**config.mk**
```make
export PLATFORM = sky130hd
export DESIGN_NAME = vp9_rtp_depacketizer
export DESIGN_NICKNAME = d
export VERILOG_FILES = /design/src/rtl/core/vrd_pkg.sv /design/src/rtl/core/vrd_front.sv /design/src/rtl/core/vrd_queue.sv /design/src/rtl/core/vrd_back.sv /design/src/rtl/core/vp9_rtp_depacketizer.sv
export SDC_FILE = /design/constraint.sdc
export NUM_CORES = 1
export LEC_CHECK = 0
export ABC_AREA = 0
export BUFFER_PORTS_ARGS = -buffer_cell sky130_fd_sc_hd__buf_2
export CAP_MARGIN = 25
export CELL_PAD_IN_SITES_DETAIL_PLACEMENT = 0
export CELL_PAD_IN_SITES_GLOBAL_PLACEMENT = 1
export CORE_MARGIN = 3
export CORE_UTILIZATION = 51
export CTS_BUF_LIST = sky130_fd_sc_hd__clkbuf_4
export CTS_CLUSTER_DIAMETER = 60
export DETAILED_ROUTE_END_ITERATION = 8
export HOLD_SLACK_MARGIN = 0.06
export PLACE_DENSITY = 0.88
export SETUP_SLACK_MARGIN = 0.02
export SKIP_LAST_GASP = 1
export SLEW_MARGIN = 40
export SYNTH_ARGS = -nofsm -noshare
export SYNTH_HDL_FRONTEND = slang
export SYNTH_HIERARCHICAL = 1
export SYNTH_SLANG_ARGS = --single-unit
```
**constraint.sdc**
```tcl
create_clock -name clk -period 4.55 [get_ports clk]
set_input_delay 0.91 -clock clk [delete_from_list [all_inputs] [get_ports clk]]
set_output_delay 0.91 -clock clk [all_outputs]
set_load 0.05 [all_outputs]
```
**src/rtl/core/vrd_pkg.sv**
```systemverilog
`timescale 1ns / 1ps
`default_nettype none
// ----------------------------------------------------------------------------
// vrd_pkg
// Types and constants shared by the VP9 RTP depacketizer modules.
// ----------------------------------------------------------------------------
package vrd_pkg;

	localparam int QUEUE_DEPTH_DEF = 4;

	// Descriptor bit masks.
	localparam logic [7:0] MASK_I   = 8'h80;
	localparam logic [7:0] MASK_M   = 8'h80;
	localparam logic [7:0] MASK_L   = 8'h20;
	localparam logic [7:0] MASK_F   = 8'h10;
	localparam logic [7:0] MASK_PF  = 8'h50;
	localparam logic [7:0] MASK_V   = 8'h02;
	localparam logic [7:0] MASK_G   = 8'h08;
	localparam logic [7:0] MASK_N   = 8'h01;
	localparam logic [7:0] MASK_Y   = 8'h10;

	typedef enum logic [1:0] {
		KIND_DATA = 2'd0,
		KIND_END  = 2'd1,
		KIND_ERR  = 2'd2
	} kind_t;

	typedef enum logic [3:0] {
		PH_FIRST   = 4'd0,
		PH_PID     = 4'd1,
		PH_PID2    = 4'd2,
		PH_LAYER   = 4'd3,
		PH_TL0     = 4'd4,
		PH_PDIFF   = 4'd5,
		PH_SS_HDR  = 4'd6,
		PH_SS_RES  = 4'd7,
		PH_SS_NG   = 4'd8,
		PH_SS_GRP  = 4'd9,
		PH_SS_GREF = 4'd10,
		PH_DATA    = 4'd11,
		PH_DROP    = 4'd12
	} phase_t;

	typedef struct packed {
		logic [7:0]  data_byte;
		logic        packet_start;
		logic        packet_end;
		logic [31:0] rtp_timestamp;
		logic        marker;
	} item_t;

	typedef struct packed {
		logic [1:0] result_kind;
		logic [7:0] payload_byte;
		logic       last_of_run;
	} result_t;

	// All results caused by one byte: up to two kinds and the data byte.
	typedef struct packed {
		logic [1:0] count;
		kind_t      kind0;
		kind_t      kind1;
		logic [7:0] data;
	} qent_t;

endpackage
`default_nettype wire

```
**src/rtl/core/vrd_front.sv**
```systemverilog
`timescale 1ns / 1ps
`default_nettype none
// ----------------------------------------------------------------------------
// vrd_front
// Descriptor parser: takes one payload byte per cycle while accept is high and
// turns it into a queue entry holding the results that byte causes.
// ----------------------------------------------------------------------------
module vrd_front
	import vrd_pkg::*;
(
	input  wire logic  clk,
	input  wire logic  arst_n,
	input  wire item_t item,
	input  wire logic  accept,
	output qent_t      entry,
	output logic       entry_valid
);

	phase_t      phase_q,    phase_nx, cur;
	logic [7:0]  flags_q,    flags_nx;
	logic [5:0]  skip_q,     skip_nx;
	logic [7:0]  groups_q,   groups_nx;
	logic [1:0]  rdc_q,      rdc_nx;
	logic [31:0] ts_q,       ts_nx;
	logic        hasdata_q,  hasdata_nx;
	logic [1:0]  n;

	function automatic phase_t after_pdiff(input logic [7:0] f);
		return ((f & MASK_V) != 8'h00) ? PH_SS_HDR : PH_DATA;
	endfunction

	function automatic phase_t after_layer(input logic [7:0] f);
		return ((f & MASK_PF) == MASK_PF) ? PH_PDIFF : after_pdiff(f);
	endfunction

	function automatic phase_t after_pid(input logic [7:0] f);
		return ((f & MASK_L) != 8'h00) ? PH_LAYER : after_layer(f);
	endfunction

	function automatic phase_t after_ss_res(input logic [7:0] f);
		return ((f & MASK_G) != 8'h00) ? PH_SS_NG : PH_DATA;
	endfunction

	function automatic phase_t after_group(input logic [7:0] g);
		return (g != 8'h00) ? PH_SS_GRP : PH_DATA;
	endfunction

	always_comb begin
		phase_nx   = phase_q;
		flags_nx   = flags_q;
		skip_nx    = skip_q;
		groups_nx  = groups_q;
		rdc_nx     = rdc_q;
		ts_nx      = ts_q;
		hasdata_nx = hasdata_q;
		cur        = phase_q;
		n          = 2'd0;
		entry      = '0;
		entry.kind0 = KIND_DATA;
		entry.kind1 = KIND_DATA;

		if (item.packet_start) begin
			cur = PH_FIRST;
			if (item.rtp_timestamp != ts_q) begin
				if (hasdata_q) begin
					entry.kind0 = KIND_END;
					n = 2'd1;
				end
				hasdata_nx = 1'b0;
				ts_nx      = item.rtp_timestamp;
			end
		end
		phase_nx = cur;

		case (cur)
			PH_FIRST: begin
				flags_nx = item.data_byte;
				phase_nx = ((item.data_byte & MASK_I) != 8'h00) ? PH_PID
					: after_pid(item.data_byte);
			end
			PH_PID: begin
				phase_nx = ((item.data_byte & MASK_M) != 8'h00) ? PH_PID2
					: after_pid(flags_q);
			end
			PH_PID2:  phase_nx = after_pid(flags_q);
			PH_LAYER: begin
				phase_nx = ((flags_q & MASK_F) != 8'h00) ? after_layer(flags_q) : PH_TL0;
			end
			PH_TL0:   phase_nx = after_layer(flags_q);
			PH_PDIFF: begin
				if ((item.data_byte & MASK_N) == 8'h00) begin
					phase_nx = after_pdiff(flags_q);
				end else if (rdc_q >= 2'd2) begin
					if (n == 2'd0) entry.kind0 = KIND_ERR;
					else           entry.kind1 = KIND_ERR;
					n = n + 2'd1;
					phase_nx = PH_DROP;
				end else begin
					rdc_nx = rdc_q + 2'd1;
				end
			end
			PH_SS_HDR: begin
				flags_nx = item.data_byte;
				if ((item.data_byte & MASK_Y) != 8'h00) begin
					skip_nx  = {({1'b0, item.data_byte[7:5]} + 4'd1), 2'b00};
					phase_nx = PH_SS_RES;
				end else begin
					phase_nx = after_ss_res(item.data_byte);
				end
			end
			PH_SS_RES: begin
				skip_nx = (skip_q != 6'd0) ? skip_q - 6'd1 : skip_q;
				if (skip_nx == 6'd0) phase_nx = after_ss_res(flags_q);
			end
			PH_SS_NG: begin
				groups_nx = item.data_byte;
				phase_nx  = after_group(item.data_byte);
			end
			PH_SS_GRP: begin
				groups_nx = (groups_q != 8'h00) ? groups_q - 8'h01 : groups_q;
				if (item.data_byte[3:2] != 2'd0) begin
					skip_nx  = {4'd0, item.data_byte[3:2]};
					phase_nx = PH_SS_GREF;
				end else begin
					phase_nx = after_group(groups_nx);
				end
			end
			PH_SS_GREF: begin
				skip_nx = (skip_q != 6'd0) ? skip_q - 6'd1 : skip_q;
				if (skip_nx == 6'd0) phase_nx = after_group(groups_q);
			end
			PH_DATA: begin
				if (n == 2'd0) entry.kind0 = KIND_DATA;
				else           entry.kind1 = KIND_DATA;
				entry.data = item.data_byte;
				n = n + 2'd1;
				hasdata_nx = 1'b1;
			end
			PH_DROP: ;
			default: phase_nx = PH_DROP;
		endcase

		// The reference difference count restarts on entry to the list.
		if (phase_nx == PH_PDIFF && cur != PH_PDIFF) rdc_nx = 2'd0;

		if (item.packet_end) begin
			if (phase_nx == PH_DATA) begin
				if (item.marker && hasdata_nx) begin
					if (n == 2'd0) entry.kind0 = KIND_END;
					else           entry.kind1 = KIND_END;
					n = n + 2'd1;
					hasdata_nx = 1'b0;
				end
			end else if (phase_nx != PH_DROP) begin
				if (n == 2'd0) entry.kind0 = KIND_ERR;
				else           entry.kind1 = KIND_ERR;
				n = n + 2'd1;
			end
			phase_nx = PH_FIRST;
		end

		entry.count = n;
		entry_valid = accept && (n != 2'd0);
	end

	always_ff @(posedge clk or negedge arst_n) begin
		if (!arst_n) begin
			phase_q   <= PH_FIRST;
			flags_q   <= '0;
			skip_q    <= '0;
			groups_q  <= '0;
			rdc_q     <= '0;
			ts_q      <= '0;
			hasdata_q <= 1'b0;
		end else if (accept) begin
			phase_q   <= phase_nx;
			flags_q   <= flags_nx;
			skip_q    <= skip_nx;
			groups_q  <= groups_nx;
			rdc_q     <= rdc_nx;
			ts_q      <= ts_nx;
			hasdata_q <= hasdata_nx;
		end
	end

endmodule
`default_nettype wire

```
**src/rtl/core/vrd_queue.sv**
```systemverilog
`timescale 1ns / 1ps
`default_nettype none
// ----------------------------------------------------------------------------
// vrd_queue
// Small FIFO of result entries between the parser and the output stage.
// ----------------------------------------------------------------------------
module vrd_queue
	import vrd_pkg::*;
#(
	parameter int QUEUE_DEPTH = QUEUE_DEPTH_DEF
) (
	input  wire logic  clk,
	input  wire logic  arst_n,
	input  wire logic  push,
	input  wire qent_t push_entry,
	input  wire logic  pop,
	output qent_t      head,
	output logic       empty,
	output logic       full
);

	localparam int PtrW = (QUEUE_DEPTH > 1) ? $clog2(QUEUE_DEPTH) : 1;
	localparam int CntW = $clog2(QUEUE_DEPTH + 1);
	localparam logic [PtrW-1:0] LastPtr = PtrW'(QUEUE_DEPTH - 1);
	localparam logic [PtrW-1:0] PtrOne  = PtrW'(1);
	localparam logic [CntW-1:0] FullCnt = CntW'(QUEUE_DEPTH);
	localparam logic [CntW-1:0] CntOne  = CntW'(1);

	qent_t           mem_q [QUEUE_DEPTH];
	logic [PtrW-1:0] wr_ptr_q, rd_ptr_q;
	logic [CntW-1:0] count_q;

	assign empty = (count_q == '0);
	assign full  = (count_q == FullCnt);
	assign head  = mem_q[rd_ptr_q];

	always_ff @(posedge clk) begin
		if (push) mem_q[wr_ptr_q] <= push_entry;
	end

	always_ff @(posedge clk or negedge arst_n) begin
		if (!arst_n) begin
			wr_ptr_q <= '0;
			rd_ptr_q <= '0;
			count_q  <= '0;
		end else begin
			if (push) wr_ptr_q <= (wr_ptr_q == LastPtr) ? '0 : wr_ptr_q + PtrOne;
			if (pop)  rd_ptr_q <= (rd_ptr_q == LastPtr) ? '0 : rd_ptr_q + PtrOne;
			if (push && !pop)      count_q <= count_q + CntOne;
			else if (pop && !push) count_q <= count_q - CntOne;
		end
	end

endmodule
`default_nettype wire

```
**src/rtl/core/vrd_back.sv**
```systemverilog
`timescale 1ns / 1ps
`default_nettype none
// ----------------------------------------------------------------------------
// vrd_back
// Output stage: unpacks each queue entry into one or two results and
// holds them in the output register until taken.
// ----------------------------------------------------------------------------
module vrd_back
	import vrd_pkg::*;
(
	input  wire logic  clk,
	input  wire logic  arst_n,
	input  wire qent_t head,
	input  wire logic  empty,
	output logic       pop,
	output logic       result_valid,
	input  wire logic  result_stall,
	output result_t    result
);

	logic    out_valid_q;
	logic    second_q;
	result_t out_q;
	logic    load;
	kind_t   kind_sel;
	result_t next_out;

	assign load = !out_valid_q || !result_stall;

	always_comb begin
		kind_sel              = second_q ? head.kind1 : head.kind0;
		next_out.result_kind  = kind_sel;
		next_out.payload_byte = (kind_sel == KIND_DATA) ? head.data : 8'h00;
		next_out.last_of_run  = second_q || (head.count == 2'd1);
		pop                   = load && !empty && next_out.last_of_run;
	end

	always_ff @(posedge clk or negedge arst_n) begin
		if (!arst_n) begin
			out_valid_q <= 1'b0;
			second_q    <= 1'b0;
		end else if (load) begin
			out_valid_q <= !empty;
			if (!empty) second_q <= !next_out.last_of_run;
		end
	end

	always_ff @(posedge clk) begin
		if (load && !empty) out_q <= next_out;
	end

	assign result_valid = out_valid_q;
	assign result       = out_q;

endmodule
`default_nettype wire

```
**src/rtl/core/vp9_rtp_depacketizer.sv**
```systemverilog
`timescale 1ns / 1ps
`default_nettype none
// ----------------------------------------------------------------------------
// vp9_rtp_depacketizer
// Strips the VP9 RTP payload descriptor and passes frame data bytes on,
// with frame-end and invalid-packet marks.
// ----------------------------------------------------------------------------
// The block takes one payload byte per clock cycle while item_stall is low.
// The parser decides in the same cycle what each byte causes and writes it
// as one entry into a queue of QUEUE_DEPTH entries; the output stage hands
// out one result per cycle while result_stall is low. A byte that causes no
// result writes no entry; one that causes two (a frame end next to a data
// byte or an error) holds the output stage for both, which the queue absorbs
// between such bytes. Results pass the queue, then the output register.
module vp9_rtp_depacketizer
	import vrd_pkg::*;
#(
	parameter int QUEUE_DEPTH = QUEUE_DEPTH_DEF
) (
	input  wire logic    clk,
	input  wire logic    arst_n,
	input  wire logic    item_valid,
	output logic         item_stall,
	input  wire item_t   item,
	output logic         result_valid,
	input  wire logic    result_stall,
	output result_t      result
);

	qent_t entry, head;
	logic  entry_valid, accept, full, empty, pop;

	assign item_stall = full;
	assign accept     = item_valid && !full;

	vrd_front u_front (
		.clk         (clk),
		.arst_n      (arst_n),
		.item        (item),
		.accept      (accept),
		.entry       (entry),
		.entry_valid (entry_valid)
	);

	vrd_queue #(
		.QUEUE_DEPTH (QUEUE_DEPTH)
	) u_queue (
		.clk        (clk),
		.arst_n     (arst_n),
		.push       (entry_valid),
		.push_entry (entry),
		.pop        (pop),
		.head       (head),
		.empty      (empty),
		.full       (full)
	);

	vrd_back u_back (
		.clk          (clk),
		.arst_n       (arst_n),
		.head         (head),
		.empty        (empty),
		.pop          (pop),
		.result_valid (result_valid),
		.result_stall (result_stall),
		.result       (result)
	);

endmodule
`default_nettype wire
```
==> results.sh <==
export IMPL_final_nets=719
export IMPL_syn_nets=643
export IMPL_crit_type="register to register"
export IMPL_gp_congestion=0.959
export IMPL_die_w_um=124
export IMPL_slew_viol_final=0
export IMPL_async_reset_ff_share_pct=50.0
export IMPL_hold_class="input port to async pin"
export IMPL_fin_crit_ps=4280
export IMPL_vias_per_cell=5.90
export IMPL_syn_area_um2=7040
export IMPL_cts_resized_gates=0
export IMPL_avgSynthCellArea_um2=12.1
export IMPL_cts_sinks=134
export IMPL_worstMarginPinSlew_ps=736
export IMPL_io_buffers=59
export IMPL_startpoint_type="register"
export IMPL_grt_pass1_wl_um=24500
export IMPL_maxSlewHeadroom_pct=50.8
export IMPL_htree_levels=4
export IMPL_multi_input_area_um2=3150
export IMPL_ir_drop_mv=0.268
export IMPL_synth_cell_type_count=74
export IMPL_first_iter_violations=492
export IMPL_max_cap_violations=0
export IMPL_leakagePower_nw=3.06
export IMPL_fin_tns_setup_ps=0
export IMPL_wl_per_cell_um=17.8
export IMPL_synth_seq_area_share_pct=52.4
export IMPL_fp_row_count=42
export IMPL_fin_skew_ps=21.6
export IMPL_grt_max_degree=38
export IMPL_cts_buffer_depth=2
export IMPL_core_area_um2=13300
export IMPL_setup_viol=0
export IMPL_synth_edf_count=67
export IMPL_drc=0
export IMPL_rsz0062_at_grt="false"
export IMPL_die_area_um2=15300
export IMPL_startpoint="u_front/skip_q[0]"
export IMPL_clkLatencyLatePin_ps=560
export IMPL_slowest_delay_ps=550
export IMPL_die_height_um=124
export IMPL_drive_gt1_share_pct=27.4
export IMPL_pwr_density_cell_nw_per_um2=575
export IMPL_cts_tree="yes"
export IMPL_crit_path_end_kind="register"
export IMPL_synth_area_leader_cell="edfxtp_1"
export IMPL_post_synth_top_area_fraction_pct=28.6
export IMPL_timing_rr_start="u_front/skip_q[0]"
export IMPL_synth_top_cells_by_count="67 x dfrtp_1, 67 x edfxtp_1, 43 x mux2_2, 37 x nand2_1"
export IMPL_ys_top_cells_by_area="edfxtp_1 29%, dfrtp_1 24%, mux2_2 6.9%"
export IMPL_ys_warn_count=6
export IMPL_cts_reportedPaths_clkPinSlew_ps=140
export IMPL_holdWs_ps=314
export IMPL_cts_made_buffers=17
export IMPL_overflow=0
export IMPL_arrival_ps=4720
export IMPL_crit_fanout=6
export IMPL_synth_cells=580
export IMPL_worstPathRequired_ps=4990
export IMPL_ant_nets=0
export IMPL_vias=4995
export IMPL_finalCritPeriodShare_pct=94.1
export IMPL_status="completed"
export IMPL_wirelength_um=15000
export IMPL_grt_pass1_vias=4999
export IMPL_areaGrowthSynthToFinish_pct=11.9
export IMPL_regArea_um2=3690
export IMPL_drtPass1Iterations=5
export IMPL_dp_final_hpwl_um=10900
export IMPL_synthFlopType="edfxtp_1"
export IMPL_grt_use_total_pct=20.9
export IMPL_crit_chain="inv_1, ha_1, or4b_4, mux2_4, o311a_2, mux2i_1, a2111oi_2, nor3_1, a2111o_1, o211a_1, ha_1, inv_1, fa_1, mux2_2"
export IMPL_hold_violations=0
export IMPL_synth_seq_cells=134
export IMPL_antenna_found_initial=0
export IMPL_initial_core_util_pct=52.8
export IMPL_root_buffer="clkbuf_4"
export IMPL_postCtsHoldBufs=0
export IMPL_max_freq_ghz=0.234
export IMPL_cts_setup_buffers=0
export IMPL_io_pins=60
export IMPL_n_fill_cell=1090
export IMPL_cp_slowest_cell="a2111oi_2"
## routing by layer
metal / vias up / GRT usage (%) / wire length (um)
li1: 2341 / - / -
met1: 2433 / 27.0 / 6470
met2: 176 / 34.2 / 7300
met3: 45 / 4.80 / 838
met4: 0 / 8.58 / 417
met5: - / 0 / 0
## power breakdown
group | internal [mW] | leakage (nW) | switching, mW
combinational | 0.831 | 1.49 | 0.959
clock | 0.251 | 0.154 | 0.516
sequential | 1.65 | 1.42 | 0.330
## stage by stage
stage	utilization (%)	setup WS [ps]	power (mW)	cells	instance area [um2]
floorplan	-	435	3.35	580	7040
global placement	56.9	310	3.73	813	7600
detailed placement	56.9	253	3.79	813	7600
CTS	59.0	274	4.57	845	7880
global route	59.0	91.7	4.86	845	7880
finish	59.1	268	4.53	846	7880
## cell families after synthesis
| logic type | synth area share (%) |
|---|---|
| compound gates | 11.5 |
| fa+ha+maj | 2.95 |
| xor+xnor | 4.85 |
| simple gates | 13.0 |
| flops | 52.4 |
| mux | 12.3 |
| buf+inv | 2.95 |
## path summary, 6_finish.rpt
kind / slack [ps] / end / cells after the start
max: 270 / u_queue/count_q[1] / 14
min: 310 / u_front/groups_q[6] / 1
max reg2reg: 270 / u_queue/count_q[1] / 14
min reg2reg: 500 / u_front/rdc_q[0] / 1
max in group asynchronous: 3440 / u_front/phase_q[0] / 2
min in group clk: 500 / u_front/rdc_q[0] / 1
## cell type report
class	count	area share, %
Clock inverter	15	1.89
Antenna cell	1	0.0317
Tap cell	176	2.79
Clock buffer	17	1.62
Multi-Input combinational cell	400	40.0
Inverter	23	1.10
Sequential cell	134	46.8
Timing Repair Buffer	80	5.78
## critical path: cells and delay by family, from the launching register on
kind,cells,cell delay (ps)
mux,3,740
fa+ha+maj,3,810
flops,1,460
compound gates,4,1330
simple gates,2,640
buf+inv,2,180
## registers in the layout, indices dropped and copies added (netlist names), 3 cells and up
signal / cells
u_back/result: 11
u_front/flags_q: 5
u_front/groups_q: 8
u_front/phase_q: 4
u_front/skip_q: 6
u_front/ts_q: 32
u_queue/count_q: 3
u_queue/mem_q: 56
## layout by cell type (no fill, tap or decap), drive strengths merged, types with 11 or more instances in the layout
master	count
edfxtp	67
o21ai	36
nor2b	16
and2	14
clkbuf	17
dfrtp	67
nor2	32
inv	36
mux2	44
buf	80
a21oi	16
nand3	11
ha	15
mux4	14
xnor2	36
nand2	37
Note: power is estimated with default switching activity, not from simulation.
